<file path="src/rtl/mmsw_pkg.sv">
// Package for the MIDI monophonic square-wave synthesizer.
// Holds the key frequency table, MIDI codes, register indexes and shared types.
// No dependencies.
`timescale 1ns / 1ps

package mmsw_pkg;

  localparam int SAMPLE_RATE_HZ = 48000;

  localparam int LVL_W  = 24;
  localparam int VOL_W  = 16;
  localparam int FREQ_W = 14;
  localparam int CNT_W  = 16;
  localparam int KEYS   = 128;

  // MIDI codes.
  localparam logic [3:0] ST_NOTE_OFF = 4'h8;
  localparam logic [3:0] ST_NOTE_ON  = 4'h9;
  localparam logic [3:0] MIDI_CTRL   = 4'hB;
  localparam logic [6:0] CC_VOLUME   = 7'd7;
  localparam logic [7:0] NO_KEY      = 8'd255;

  // Volume scaling divides by the top MIDI value; the reciprocal is used by
  // the scaling stages as floor(2^VOL_SHIFT / VOL_STEPS).
  localparam int          VOL_STEPS = 127;
  localparam int          VOL_SHIFT = 30;
  localparam logic [23:0] VOL_RECIP = 24'((64'd1 << VOL_SHIFT) / VOL_STEPS);

  // Result kinds, carried on tuser.
  localparam logic KIND_SAMPLE = 1'b0;
  localparam logic KIND_VOLUME = 1'b1;

  // Input actions, carried on tuser.
  localparam logic ACT_MIDI = 1'b0;
  localparam logic ACT_TICK = 1'b1;

  // Configuration register indexes.
  localparam logic [2:0] CFG_LOW_LEVEL  = 3'd0;
  localparam logic [2:0] CFG_HIGH_LEVEL = 3'd1;
  localparam logic [2:0] CFG_NULL_LEVEL = 3'd2;
  localparam logic [2:0] CFG_VOL_MIN    = 3'd3;
  localparam logic [2:0] CFG_VOL_MAX    = 3'd4;

  typedef enum logic [1:0] {
    PH_WAIT  = 2'd0,
    PH_DATA1 = 2'd1,
    PH_DATA2 = 2'd2
  } parse_phase_t;

  typedef struct packed {
    logic signed [LVL_W-1:0] low_lvl;
    logic signed [LVL_W-1:0] high_lvl;
    logic signed [LVL_W-1:0] null_lvl;
    logic signed [VOL_W-1:0] vol_min;
    logic signed [VOL_W-1:0] vol_max;
  } cfg_t;

  // One result of the core: a sample, or an unscaled volume magnitude.
  typedef struct packed {
    logic                    vld;
    logic                    kind;
    logic signed [LVL_W-1:0] sample;
    logic [22:0]             mag;
    logic                    neg;
  } core_res_t;

  // Equal-tempered key frequencies in Hz, rounded half up.
  localparam logic [FREQ_W-1:0] KEY_HZ [KEYS] = '{
    14'd8, 14'd9, 14'd9, 14'd10, 14'd10, 14'd11, 14'd12, 14'd12, 14'd13, 14'd14,
    14'd15, 14'd15, 14'd16, 14'd17, 14'd18, 14'd19, 14'd21, 14'd22, 14'd23, 14'd24,
    14'd26, 14'd28, 14'd29, 14'd31, 14'd33, 14'd35, 14'd37, 14'd39, 14'd41, 14'd44,
    14'd46, 14'd49, 14'd52, 14'd55, 14'd58, 14'd62, 14'd65, 14'd69, 14'd73, 14'd78,
    14'd82, 14'd87, 14'd92, 14'd98, 14'd104, 14'd110, 14'd117, 14'd123, 14'd131,
    14'd139, 14'd147, 14'd156, 14'd165, 14'd175, 14'd185, 14'd196, 14'd208, 14'd220,
    14'd233, 14'd247, 14'd262, 14'd277, 14'd294, 14'd311, 14'd330, 14'd349, 14'd370,
    14'd392, 14'd415, 14'd440, 14'd466, 14'd494, 14'd523, 14'd554, 14'd587, 14'd622,
    14'd659, 14'd698, 14'd740, 14'd784, 14'd831, 14'd880, 14'd932, 14'd988, 14'd1047,
    14'd1109, 14'd1175, 14'd1245, 14'd1319, 14'd1397, 14'd1480, 14'd1568, 14'd1661,
    14'd1760, 14'd1865, 14'd1976, 14'd2093, 14'd2217, 14'd2349, 14'd2489, 14'd2637,
    14'd2794, 14'd2960, 14'd3136, 14'd3322, 14'd3520, 14'd3729, 14'd3951, 14'd4186,
    14'd4435, 14'd4699, 14'd4978, 14'd5274, 14'd5588, 14'd5920, 14'd6272, 14'd6645,
    14'd7040, 14'd7459, 14'd7902, 14'd8372, 14'd8870, 14'd9397, 14'd9956, 14'd10548,
    14'd11175, 14'd11840, 14'd12544
  };

endpackage

</file>
<file path="src/rtl/midi_mono_square_wave_synth.sv">
// Top level of the MIDI monophonic square-wave synthesizer.
// Holds the configuration registers, the volume scaling stages and the output.
// Depends on mmsw_pkg and mmsw_core.
`timescale 1ns / 1ps

// Usage:
// The input stream carries one item per transfer: in_tuser high is a sample
// tick, in_tuser low is a serial MIDI byte in in_tdata. Every tick yields one
// sample result (out_tuser low, level in out_tdata[23:0]); a completed
// control change 7 yields one volume result (out_tuser high, value in
// out_tdata[39:24]). Other MIDI bytes yield nothing.
// Throughput is one item per cycle unless the receiver stalls. A result passes
// stage A (scaled product), stage B (reciprocal quotient estimate of the divide
// by 127) and the output register (rounding correction). The three stages close
// up bubbles, so a stalled receiver blocks the input only once all three hold
// results. Configuration registers are written through cfg_we, cfg_index,
// cfg_wdata only while no item is in flight; this binds the user, and the block
// does not enforce it. The synchronous reset restores the register defaults,
// silences the tone, restarts the parser and empties the stages.
module midi_mono_square_wave_synth (
  input  logic        clk,
  input  logic        rst_n,
  input  logic        in_tvalid,
  output logic        in_tready,
  input  logic [7:0]  in_tdata,   // [7:0] midi_byte
  input  logic        in_tuser,   // [0] action
  output logic        out_tvalid,
  input  logic        out_tready,
  output logic [39:0] out_tdata,  // [23:0] sample_level, [39:24] volume_control
  output logic        out_tuser,  // [0] kind
  input  logic        cfg_we,
  input  logic [2:0]  cfg_index,
  input  logic [23:0] cfg_wdata
);
  import mmsw_pkg::*;

  cfg_t      cfg_r;
  core_res_t core_res;
  logic      in_xfer;

  // Stage A: core result.
  logic              a_vld_r;
  logic              a_kind_r;
  logic [LVL_W-1:0]  a_sample_r;
  logic [22:0]       a_mag_r;
  logic              a_neg_r;
  // Stage B: reciprocal quotient estimate.
  logic              b_vld_r;
  logic              b_kind_r;
  logic [LVL_W-1:0]  b_sample_r;
  logic [22:0]       b_mag_r;
  logic              b_neg_r;
  logic [15:0]       b_q0_r;
  logic [15:0]       b_q0_nxt;
  // Output register.
  logic              o_vld_r;
  logic              o_kind_r;
  logic [39:0]       o_data_r;
  logic [39:0]       o_data_nxt;

  logic              a_en, b_en, o_en;
  logic [46:0]       recip_prod;
  logic [23:0]       rem_c;
  logic [16:0]       q_c;
  logic signed [17:0] q_signed;
  logic signed [17:0] vol_sum;

  assign o_en      = !o_vld_r || out_tready;
  assign b_en      = !b_vld_r || o_en;
  assign a_en      = !a_vld_r || b_en;
  assign in_tready = a_en;
  assign in_xfer   = in_tvalid && in_tready;

  always_ff @(posedge clk) begin
    if (!rst_n) begin
      cfg_r.low_lvl  <= -24'sd6553;
      cfg_r.high_lvl <= 24'sd6553;
      cfg_r.null_lvl <= '0;
      cfg_r.vol_min  <= '0;
      cfg_r.vol_max  <= 16'sd127;
    end else if (cfg_we) begin
      unique case (cfg_index)
        CFG_LOW_LEVEL:  cfg_r.low_lvl  <= cfg_wdata;
        CFG_HIGH_LEVEL: cfg_r.high_lvl <= cfg_wdata;
        CFG_NULL_LEVEL: cfg_r.null_lvl <= cfg_wdata;
        CFG_VOL_MIN:    cfg_r.vol_min  <= cfg_wdata[VOL_W-1:0];
        CFG_VOL_MAX:    cfg_r.vol_max  <= cfg_wdata[VOL_W-1:0];
        default: begin
        end
      endcase
    end
  end

  mmsw_core u_core (
    .clk       (clk),
    .rst_n     (rst_n),
    .step      (in_xfer),
    .action    (in_tuser),
    .midi_byte (in_tdata),
    .cfg       (cfg_r),
    .res       (core_res)
  );

  // Quotient estimate of mag / 127; it is exact or one short.
  assign recip_prod = {24'd0, a_mag_r} * {23'd0, VOL_RECIP};
  assign b_q0_nxt   = recip_prod[VOL_SHIFT+15:VOL_SHIFT];

  // The remainder uses 127 * q0 = 128 * q0 - q0.
  assign rem_c    = {1'b0, b_mag_r} - {1'b0, b_q0_r, 7'd0} + {8'd0, b_q0_r};
  assign q_c      = {1'b0, b_q0_r} + 17'(rem_c >= 24'(VOL_STEPS));
  assign q_signed = b_neg_r ? -$signed({1'b0, q_c}) : $signed({1'b0, q_c});
  assign vol_sum  = q_signed + {{2{cfg_r.vol_min[VOL_W-1]}}, cfg_r.vol_min};

  always_comb begin
    if (b_kind_r == KIND_VOLUME) begin
      o_data_nxt = {vol_sum[VOL_W-1:0], {LVL_W{1'b0}}};
    end else begin
      o_data_nxt = {{VOL_W{1'b0}}, b_sample_r};
    end
  end

  always_ff @(posedge clk) begin
    if (!rst_n) begin
      a_vld_r <= 1'b0;
      b_vld_r <= 1'b0;
      o_vld_r <= 1'b0;
    end else begin
      if (a_en) a_vld_r <= in_xfer && core_res.vld;
      if (b_en) b_vld_r <= a_vld_r;
      if (o_en) o_vld_r <= b_vld_r;
    end
  end

  always_ff @(posedge clk) begin
    if (a_en) begin
      a_kind_r   <= core_res.kind;
      a_sample_r <= core_res.sample;
      a_mag_r    <= core_res.mag;
      a_neg_r    <= core_res.neg;
    end
    if (b_en) begin
      b_kind_r   <= a_kind_r;
      b_sample_r <= a_sample_r;
      b_mag_r    <= a_mag_r;
      b_neg_r    <= a_neg_r;
      b_q0_r     <= b_q0_nxt;
    end
    if (o_en) begin
      o_kind_r <= b_kind_r;
      o_data_r <= o_data_nxt;
    end
  end

  assign out_tvalid = o_vld_r;
  assign out_tuser  = o_kind_r;
  assign out_tdata  = o_data_r;

`ifndef SYNTHESIS
  // The input is held off only when every stage is full and the output stalls.
  a_ready_full: assert property (@(posedge clk) disable iff (!rst_n)
    !in_tready |-> (a_vld_r && b_vld_r && o_vld_r && !out_tready))
    else $error("input stalled while a stage is free");

  // A volume result carries no sample bits.
  a_vol_clean: assert property (@(posedge clk) disable iff (!rst_n)
    (out_tvalid && out_tuser == KIND_VOLUME) |-> (out_tdata[LVL_W-1:0] == '0))
    else $error("volume result with nonzero sample field");

  // A sample result carries no volume bits.
  a_smp_clean: assert property (@(posedge clk) disable iff (!rst_n)
    (out_tvalid && out_tuser == KIND_SAMPLE) |-> (out_tdata[39:LVL_W] == '0))
    else $error("sample result with nonzero volume field");

  // A blocked middle stage keeps its quotient estimate.
  a_b_hold: assert property (@(posedge clk) disable iff (!rst_n)
    (b_vld_r && !o_en) |=> (b_vld_r && $stable(b_q0_r)))
    else $error("stage B changed while blocked");
`endif

endmodule

</file>
<file path="src/rtl/mmsw_core.sv">
// MIDI parser and square-wave tone state of the synthesizer.
// Updates its state on each accepted item and returns that item's result.
// Depends on mmsw_pkg.
`timescale 1ns / 1ps

module mmsw_core (
  input  logic               clk,
  input  logic               rst_n,
  input  logic               step,
  input  logic               action,
  input  logic [7:0]         midi_byte,
  input  mmsw_pkg::cfg_t     cfg,
  output mmsw_pkg::core_res_t res
);
  import mmsw_pkg::*;

  parse_phase_t       phase_r, phase_nxt;
  logic [7:0]         status_r, status_nxt;
  logic [6:0]         first_r, first_nxt;
  logic [7:0]         key_r, key_nxt;
  logic [FREQ_W-1:0]  tone_r, tone_nxt;
  logic [FREQ_W-1:0]  prev_r, prev_nxt;
  logic [CNT_W-1:0]   delay_r, delay_nxt;
  logic [CNT_W-1:0]   cnt_r, cnt_nxt;
  logic [LVL_W-1:0]   wave_r, wave_nxt;

  // Half-period in ticks for every key, fixed at elaboration.
  logic [CNT_W-1:0] key_delay [KEYS];

  for (genvar k = 0; k < KEYS; k++) begin : g_delay
    localparam int DLY = (SAMPLE_RATE_HZ / 2 + int'(KEY_HZ[k]) / 2) / int'(KEY_HZ[k]);
    assign key_delay[k] = CNT_W'(DLY);
  end

  logic               status_ok;
  logic [6:0]         data7;
  logic signed [16:0] span;
  logic [15:0]        span_mag;
  logic [22:0]        vol_mag;
  logic [CNT_W-1:0]   cnt_base;
  logic [CNT_W-1:0]   cnt_inc;

  assign status_ok = (midi_byte[7:5] == 3'b100) || (midi_byte[7:4] == MIDI_CTRL);
  assign data7     = midi_byte[6:0];
  assign span      = {cfg.vol_max[VOL_W-1], cfg.vol_max} - {cfg.vol_min[VOL_W-1], cfg.vol_min};
  assign span_mag  = span[16] ? 16'(-span) : span[15:0];
  assign vol_mag   = {7'd0, span_mag} * {16'd0, data7};
  assign cnt_base  = (tone_r != prev_r) ? '0 : cnt_r;
  assign cnt_inc   = cnt_base + 1'b1;

  always_comb begin
    phase_nxt  = phase_r;
    status_nxt = status_r;
    first_nxt  = first_r;
    key_nxt    = key_r;
    tone_nxt   = tone_r;
    prev_nxt   = prev_r;
    delay_nxt  = delay_r;
    cnt_nxt    = cnt_r;
    wave_nxt   = wave_r;
    res        = '0;

    if (action == ACT_TICK) begin
      res.vld    = step;
      res.kind   = KIND_SAMPLE;
      res.sample = cfg.null_lvl;
      prev_nxt   = tone_r;
      if (tone_r != '0) begin
        if (cnt_inc >= delay_r) begin
          cnt_nxt  = '0;
          wave_nxt = ($signed(wave_r) < $signed(cfg.high_lvl)) ? cfg.high_lvl : cfg.low_lvl;
        end else begin
          cnt_nxt = cnt_inc;
        end
        res.sample = $signed(wave_nxt);
      end else begin
        cnt_nxt = cnt_base;
      end
    end else if ((phase_r == PH_DATA1 || phase_r == PH_DATA2) && !midi_byte[7]) begin
      if (phase_r == PH_DATA1) begin
        first_nxt = data7;
        phase_nxt = PH_DATA2;
      end else begin
        phase_nxt = PH_WAIT;
        unique case (status_r[7:4])
          ST_NOTE_ON: begin
            if (data7 != '0) begin
              key_nxt   = {1'b0, first_r};
              tone_nxt  = KEY_HZ[first_r];
              delay_nxt = key_delay[first_r];
            end else if (key_r == {1'b0, first_r}) begin
              key_nxt  = NO_KEY;
              tone_nxt = '0;
            end
          end
          ST_NOTE_OFF: begin
            if (key_r == {1'b0, first_r}) begin
              key_nxt  = NO_KEY;
              tone_nxt = '0;
            end
          end
          MIDI_CTRL: begin
            if (first_r == CC_VOLUME) begin
              res.vld  = step;
              res.kind = KIND_VOLUME;
              res.mag  = vol_mag;
              res.neg  = span[16];
            end
          end
          default: begin
          end
        endcase
      end
    end else begin
      // A status byte in a data position lands here and restarts the parser.
      if (status_ok) begin
        status_nxt = midi_byte;
        phase_nxt  = PH_DATA1;
      end else begin
        phase_nxt = PH_WAIT;
      end
    end
  end

  always_ff @(posedge clk) begin
    if (!rst_n) begin
      phase_r  <= PH_WAIT;
      status_r <= '0;
      first_r  <= '0;
      key_r    <= NO_KEY;
      tone_r   <= '0;
      prev_r   <= '0;
      delay_r  <= '0;
      cnt_r    <= '0;
      wave_r   <= '0;
    end else if (step) begin
      phase_r  <= phase_nxt;
      status_r <= status_nxt;
      first_r  <= first_nxt;
      key_r    <= key_nxt;
      tone_r   <= tone_nxt;
      prev_r   <= prev_nxt;
      delay_r  <= delay_nxt;
      cnt_r    <= cnt_nxt;
      wave_r   <= wave_nxt;
    end
  end

endmodule
</file>
<file path="config.mk">
export PLATFORM = sky130hd
export DESIGN_NAME = midi_mono_square_wave_synth
export DESIGN_NICKNAME = d
export VERILOG_FILES = /design/src/rtl/mmsw_pkg.sv /design/src/rtl/midi_mono_square_wave_synth.sv /design/src/rtl/mmsw_core.sv
export SDC_FILE = /design/constraint.sdc
export NUM_CORES = 1
export LEC_CHECK = 0
export ABC_AREA = 1
export BUFFER_PORTS_ARGS = -buffer_cell sky130_fd_sc_hd__buf_2
export CAP_MARGIN = 5
export CORE_AREA = 2 2 263 200
export DETAILED_ROUTE_END_ITERATION = 8
export DIE_AREA = 0 0 265 202
export PLACE_DENSITY = 0.71
export SYNTH_ARGS = -nofsm -noshare
export SYNTH_HDL_FRONTEND = slang
export SYNTH_SLANG_ARGS = --single-unit
</file>
<file path="constraint.sdc">
create_clock -name clk -period 11.2 [get_ports clk]
set_input_delay 0.56 -clock clk [delete_from_list [all_inputs] [get_ports clk]]
set_output_delay 0.56 -clock clk [all_outputs]
set_load 0.05 [all_outputs]
</file>
# Word-level counts from Yosys, hierarchy flattened
# Memory sizes are Yosys's and may differ from the RTL's. A register that Yosys moved wholly into a read port is not among the register bits.
# Index checks and enable logic that the tools add are counted.
# word_totals
word_cells	119
ff_bits	355
n_memories	2
rom_bits	3840
input_bits	41
output_inout_bits	43
# classes
n_reduce_logical	31
mux	24
multipliers	2
n_lt_le_gt_ge	4
add_sub_neg	8
n_bitwise	6
eq_ne	14
# memory_table
name	depth	word_bits	rd	rd_ports_with_merged_regs	write_ports	line	text
(name not given)	128	16	1	1	0	mmsw_core.sv:90	delay_nxt = key_delay[first_r];
(name not given)	128	14	1	0	0	mmsw_core.sv:89	tone_nxt = KEY_HZ[first_r];
# op_table
operator	count
16-bit 2-to-1 mux	5
24-bit 2-to-1 mux	3
14-bit 2-to-1 mux	4
23-bit by 22-bit multiplier with 44-bit output, second input constant	1
16-bit negator	2
14-bit one-hot mux with 2 select lines	1
24-bit by 16-bit adder with 24-bit output	1
24-bit by 7-bit >= comparator with 1-bit output, second input constant	1
24-bit less-than comparator	1
23-bit by 23-bit subtractor with 24-bit output	1
16-bit by 7-bit multiplier with 23-bit output	1
16-bit by 16-bit subtractor with 17-bit output	1
16-bit by 1-bit adder with 16-bit output	1
16-bit by 1-bit adder with 16-bit output, second input constant	1
16-bit adder	1
4-bit equality test, second input constant	4
16-bit >= comparator	1
8-bit 2-to-1 mux	2
8-bit one-hot mux with 2 select lines	1
2-bit 2-to-1 mux	7
14-bit inequality test	1
2-bit AND reduction	7
14-bit nonzero test	1
8-bit by 7-bit equality test with 1-bit output	1
22 further kinds	39

# Logic depth before layout (Yosys ltp)
# depth
word_depth	11
ltp_mapped	45
mapped_depth_nobuf	44

# Modules after synthesis
# From an unflattened synthesis, not the netlist that was laid out.
# unflattened
cells_unflattened	3955
hier_area_um2	28692.5
# by_module_without_submodules
module	seq_area_each_um2	area_per_inst_um2	cells_each	n_inst
midi_mono_square_wave_synth	6796.5	15262.1	1777	1
mmsw_core	2021.9	13430.4	2178	1

# Worst setup path before layout
# OpenSTA, ideal clock, no wires.
# synth_path
path_kind	reg2reg
start	reg cfg_r[16] (netlist bit)
end	reg a_mag_r[19], data pin
stages_incl_launch_ff	36
path_slack_ns	4.614
synth_period_minus_slack_ns	6.586
t_arrival_ns	6.326
n_path_buf	1
setup_time_ns	0.260
required_time_ns	10.940
path_cell_list	dfxtp_1 > ha_1 > inv_1 > fa_1 > nand3_1 > nand2_1 > nand3_1 > nand4_1 > nand2_1 > inv_1 > o21ai_0 > nand2_1 > nand2_1 > nand2_1 > clkbuf_1 > o21ai_0 > inv_1 > nand2_1 > fa_1 > fa_1 > fa_1 > inv_1 > fa_1 > ha_1 > inv_1 > o21bai_1 > a21oi_1 > o21ai_0 > a21boi_0 > o21ai_0 > a21boi_0 > o21ai_0 > nand2_1 > nand2_1 > o21ai_0 > a21oi_1
# synth_via
elab_chain_len	4
# synth_rtl
element	line	text
start, declared	midi_mono_square_wave_synth.sv:37	cfg_t cfg_r;
16-bit by 16-bit subtractor with 17-bit output (*)	mmsw_core.sv:45	assign span = {cfg.vol_max[VOL_W-1], cfg.vol_max} - {cfg.vol_min[VOL_W-1], cfg.vol_min};
16-bit negator	mmsw_core.sv:46	assign span_mag = span[16] ? 16'(-span) : span[15:0];
16-bit 2-to-1 mux (*)	mmsw_core.sv:46	
16-bit by 7-bit multiplier with 23-bit output (*)	mmsw_core.sv:47	assign vol_mag = {7'd0, span_mag} * {16'd0, data7};
end signal, assigned	midi_mono_square_wave_synth.sv:138	a_mag_r <= core_res.mag;
end, declared	midi_mono_square_wave_synth.sv:45	logic [22:0] a_mag_r;
# Every way passes the cells marked *; elsewhere a longest branch is shown, timed or not.
# A chain may end at the register's enable or synchronous reset.

# Worst setup path after layout
# layout_path
start	reg cfg_r[16] (netlist bit)
end	reg a_mag_r[22], data pin
# The elaborated chain is that of the path after synthesis.

==> impl_metrics.yaml <==
clocking:
  cts_buffers: 39
  post_cts_buffers: 0
  ctsHoldBuffers: 0
  cts_root_buf: "clkbuf_16"
  htree_levels: 2
  clk_pin_slew_ns: 0.06
  clkLatencyLatePin_ns: 0.59
  numClockSinks: 363
  tritoncts: "yes"
  cts_resized: 0
  cts_buffer_depth: 3
setup_path:
  arrival_ns: 8.15
  cp_top_family: "adder cells"
  worstReg2RegEnd: "a_mag_r[22]"
  cp.required_ns: 11.62
  path_buf_inv: 5
  end_kind: "register"
  critical_path.most_common_cell: "nand2_1"
  start_kind: "register"
  critPathKind: "register to register"
  worst_r2r_path_depth: 39
  cpMaxStageDelayCell: "fa_1"
  r2r_slack_ns: 3.47
  crit_fanout: 16
  cpPeakStageDelay_ns: 0.51
  rr_startpoint: "cfg_r[16]"
power_and_ir_drop:
  irDropWorstVdd_v: 0.000275
  p_leak_uw: 0.0152
  pwr_density_cell_nw_per_um2: 179
  clkPwrFrac_pct: 25.4
  power_frac_comb_pct: 48.5
  internal_power_uw: 3190
  pwr-share-seq_pct: 26.0
  p_sw_share_pct: 41.2
  p_sw_uw: 2230
logic_synthesis:
  syn_inst: 3713
  yosys-top-cells-area: "edfxtp_1 17%, dfxtp_1 15%, ha_1 13%"
  synth_cell_types: 57
  yosys.area.top_type: "edfxtp_1"
  synth_area_sq_um: 27900
  yosys.area.top_type_share_pct: 16.7
  syn_avg_cell_area_sq_um: 7.50
  synth_nets: 4134
  synth_ff_type: "dfxtp_1"
  ys_seq_area_share_pct: 31.7
  asyncSetResetFlopFracSynth_pct: 0
  synth_warnings: 0
  synth_seq_cells: 363
  synth_edf_count: 155
global_routing:
  grt_pass1_vias: 22500
  grt_overflow_total: 0
  grt_max_degree: 79
  groute.usage.overall_pct: 29.2
  antenna_found_initial: 4
  grt_pass1_wl_um: 124000
timing:
  finalSetupTns_ns: 0
  period_minus_slack_ns: 7.73
  hold_viol: 0
  finalCritPeriodShare_pct: 69.0
  worstMarginPinSlew_ns: 1.07
  slew_viol_final: 0
  fmax_mhz: 129
  slew_headroom_pct: 28.5
  rsz0062_at_grt: "false"
  fin_skew_ns: 0.0182
  setup_violations: 0
placement:
  place.gp.congestion: 1.02
  hpwlAfterDp_um: 58400
  portBuffers: 83
min_path:
  hold_depth: 3
  hold_start: "cfg_wdata[20]"
  hold_path_end: "cfg_r[100]"
  hold_class: "primary input to register"
floorplan:
  start_util_pct: 54.6
  rows: 72
  die_h_um: 202
  die_area_sq_um: 53500
  io_pins: 84
  core_sq_um: 51000
  fp.dieW_um: 265
drt:
  drt_pass1_iterations: 6
  num_vias: 25000
  drt_iter0_drc: 2629
  wirelength_um: 78300
  wl_per_cell_um: 17.6
  antenna_left: 0
  via_per_inst: 5.62
  post-route-drc-count: 0
layout:
  drive_gt1_share_pct: 6.59
  nNetsFinal: 4168
  layout_common_cells: "719 x nand2_1, 573 x inv_1, 352 x nor2_1"
  multi_input_area_sq_um: 16300
  seq_area_sq_um: 8820
  area_delta_synth_final_pct: 8.47
  layout_commonest_cell: "nand2_1"
  fillers: 4684
  utilization_pct: 59.3
outcome:
  outcome: "completed"
run:
  max-cap-violations: 0
==> worst min-delay path: cells and delay by family <==
family	cells	cell delay, ns
buffers and inverters	1	0.11
and+or+nand+nor	2	0.11
==> how the worst max path moves through the flow <==
| stage | start | to | slack (ns) | depth (start not counted) |
|---|---|---|---|---|
| after floorplan | cfg_r[16] | a_mag_r[19] | 4.61 | 35 |
| after global placement | cfg_r[16] | a_mag_r[22] | 3.90 | 39 |
| after detailed placement | cfg_r[16] | a_mag_r[22] | 3.66 | 39 |
| after CTS | cfg_r[16] | a_mag_r[22] | 3.54 | 39 |
| after global routing | cfg_r[16] | a_mag_r[22] | 2.72 | 39 |
| final | cfg_r[16] | a_mag_r[22] | 3.47 | 39 |
==> cell type report <==
cell class	instances	area share, %
Timing Repair Buffer	113	2.13
Antenna cell	4	0.0331
Clock buffer	51	3.58
Tap cell	666	2.76
Clock inverter	20	0.882
Sequential cell	363	29.2
Multi-Input combinational cell	2638	54.1
Inverter	592	7.35
==> routing by layer <==
metal / global-route usage [%] / share of wire, % / vias to the layer above
li1: - / - / 12300
met1: 45.8 / 48 / 11500
met2: 40.2 / 39 / 1114
met3: 6.79 / 11 / 99
met4: 6.05 / 1.5 / 2
met5: 0.270 / 0.013 / -
==> power by group through the flow <==
stage | clock (uW) | combinational, uW | sequential [uW]
2_1_floorplan | 0 | 2120 | 1450
4_1_cts | 1390 | 2640 | 1410
3_5_place_dp | 0 | 2610 | 1440
6_report | 1380 | 2630 | 1410
5_1_grt | 1440 | 3100 | 1410
3_3_place_gp | 0 | 2590 | 1440
==> Yosys cell counts (all sizes together) (7+ instances only) <==
| cell type | n |
|---|---|
| o2111ai | 10 |
| nand4 | 40 |
| fa | 94 |
| o211ai | 25 |
| a211oi | 10 |
| nor2 | 365 |
| nor3 | 37 |
| a31oi | 12 |
| xnor2 | 19 |
| nand3 | 189 |
| a221oi | 8 |
| clkbuf | 103 |
| o21ai | 315 |
| edfxtp | 155 |
| inv | 587 |
| buf | 17 |
| o22ai | 24 |
| nand3b | 9 |
| nor4 | 11 |
| o21a | 13 |
| or2 | 20 |
| dfxtp | 208 |
| nand2 | 744 |
| xor2 | 65 |
| a21o | 7 |
| a21oi | 290 |
| ha | 286 |
| o221ai | 7 |
| a21boi | 7 |
==> sequential cells by signal, summed over array words and instances (netlist names), 4 cells and up <==
| signal | count |
|---|---|
| out_tdata | 40 |
| u_core.status_r | 4 |
| b_mag_r | 23 |
| b_sample_r | 24 |
| u_core.first_r | 7 |
| u_core.key_r | 8 |
| cfg_r | 104 |
| a_sample_r | 24 |
| a_mag_r | 23 |
| u_core.prev_r | 14 |
| u_core.wave_r | 24 |
| u_core.cnt_r | 16 |
| u_core.tone_r | 14 |
| u_core.delay_r | 12 |
| b_q0_r | 16 |
==> kinds of logic (layout without fill, tap and decap cells) <==
group                    Yosys count  after routing  share of synthesized area, %
AO/OA/AOI/OAI                    751            751                          14.8
adder cells (fa/ha/maj)          380            380                          19.6
flip-flops                       363            363                          31.7
buffers and inverters            712            776                          9.75
other                              0              4                             0
XOR/XNOR                          84             84                          2.64
AND/OR/NAND/NOR                 1423           1423                          21.5
==> through the flow <==
step | instances | area (sq um) | hold slack, ns | power [uW] | worst slack [ns]
detailed placement | 4372 | 28900 | 0.405 | 4050 | 3.66
CTS | 4443 | 30200 | 0.197 | 5450 | 3.54
global route | 4446 | 30200 | 0.212 | 5960 | 2.72
global placement | 4372 | 28900 | 0.401 | 4020 | 3.90
floorplan | 3713 | 27900 | 0.400 | 3570 | 4.61
finish | 4447 | 30200 | 0.214 | 5420 | 3.47
(Power assumes the default switching activity.)
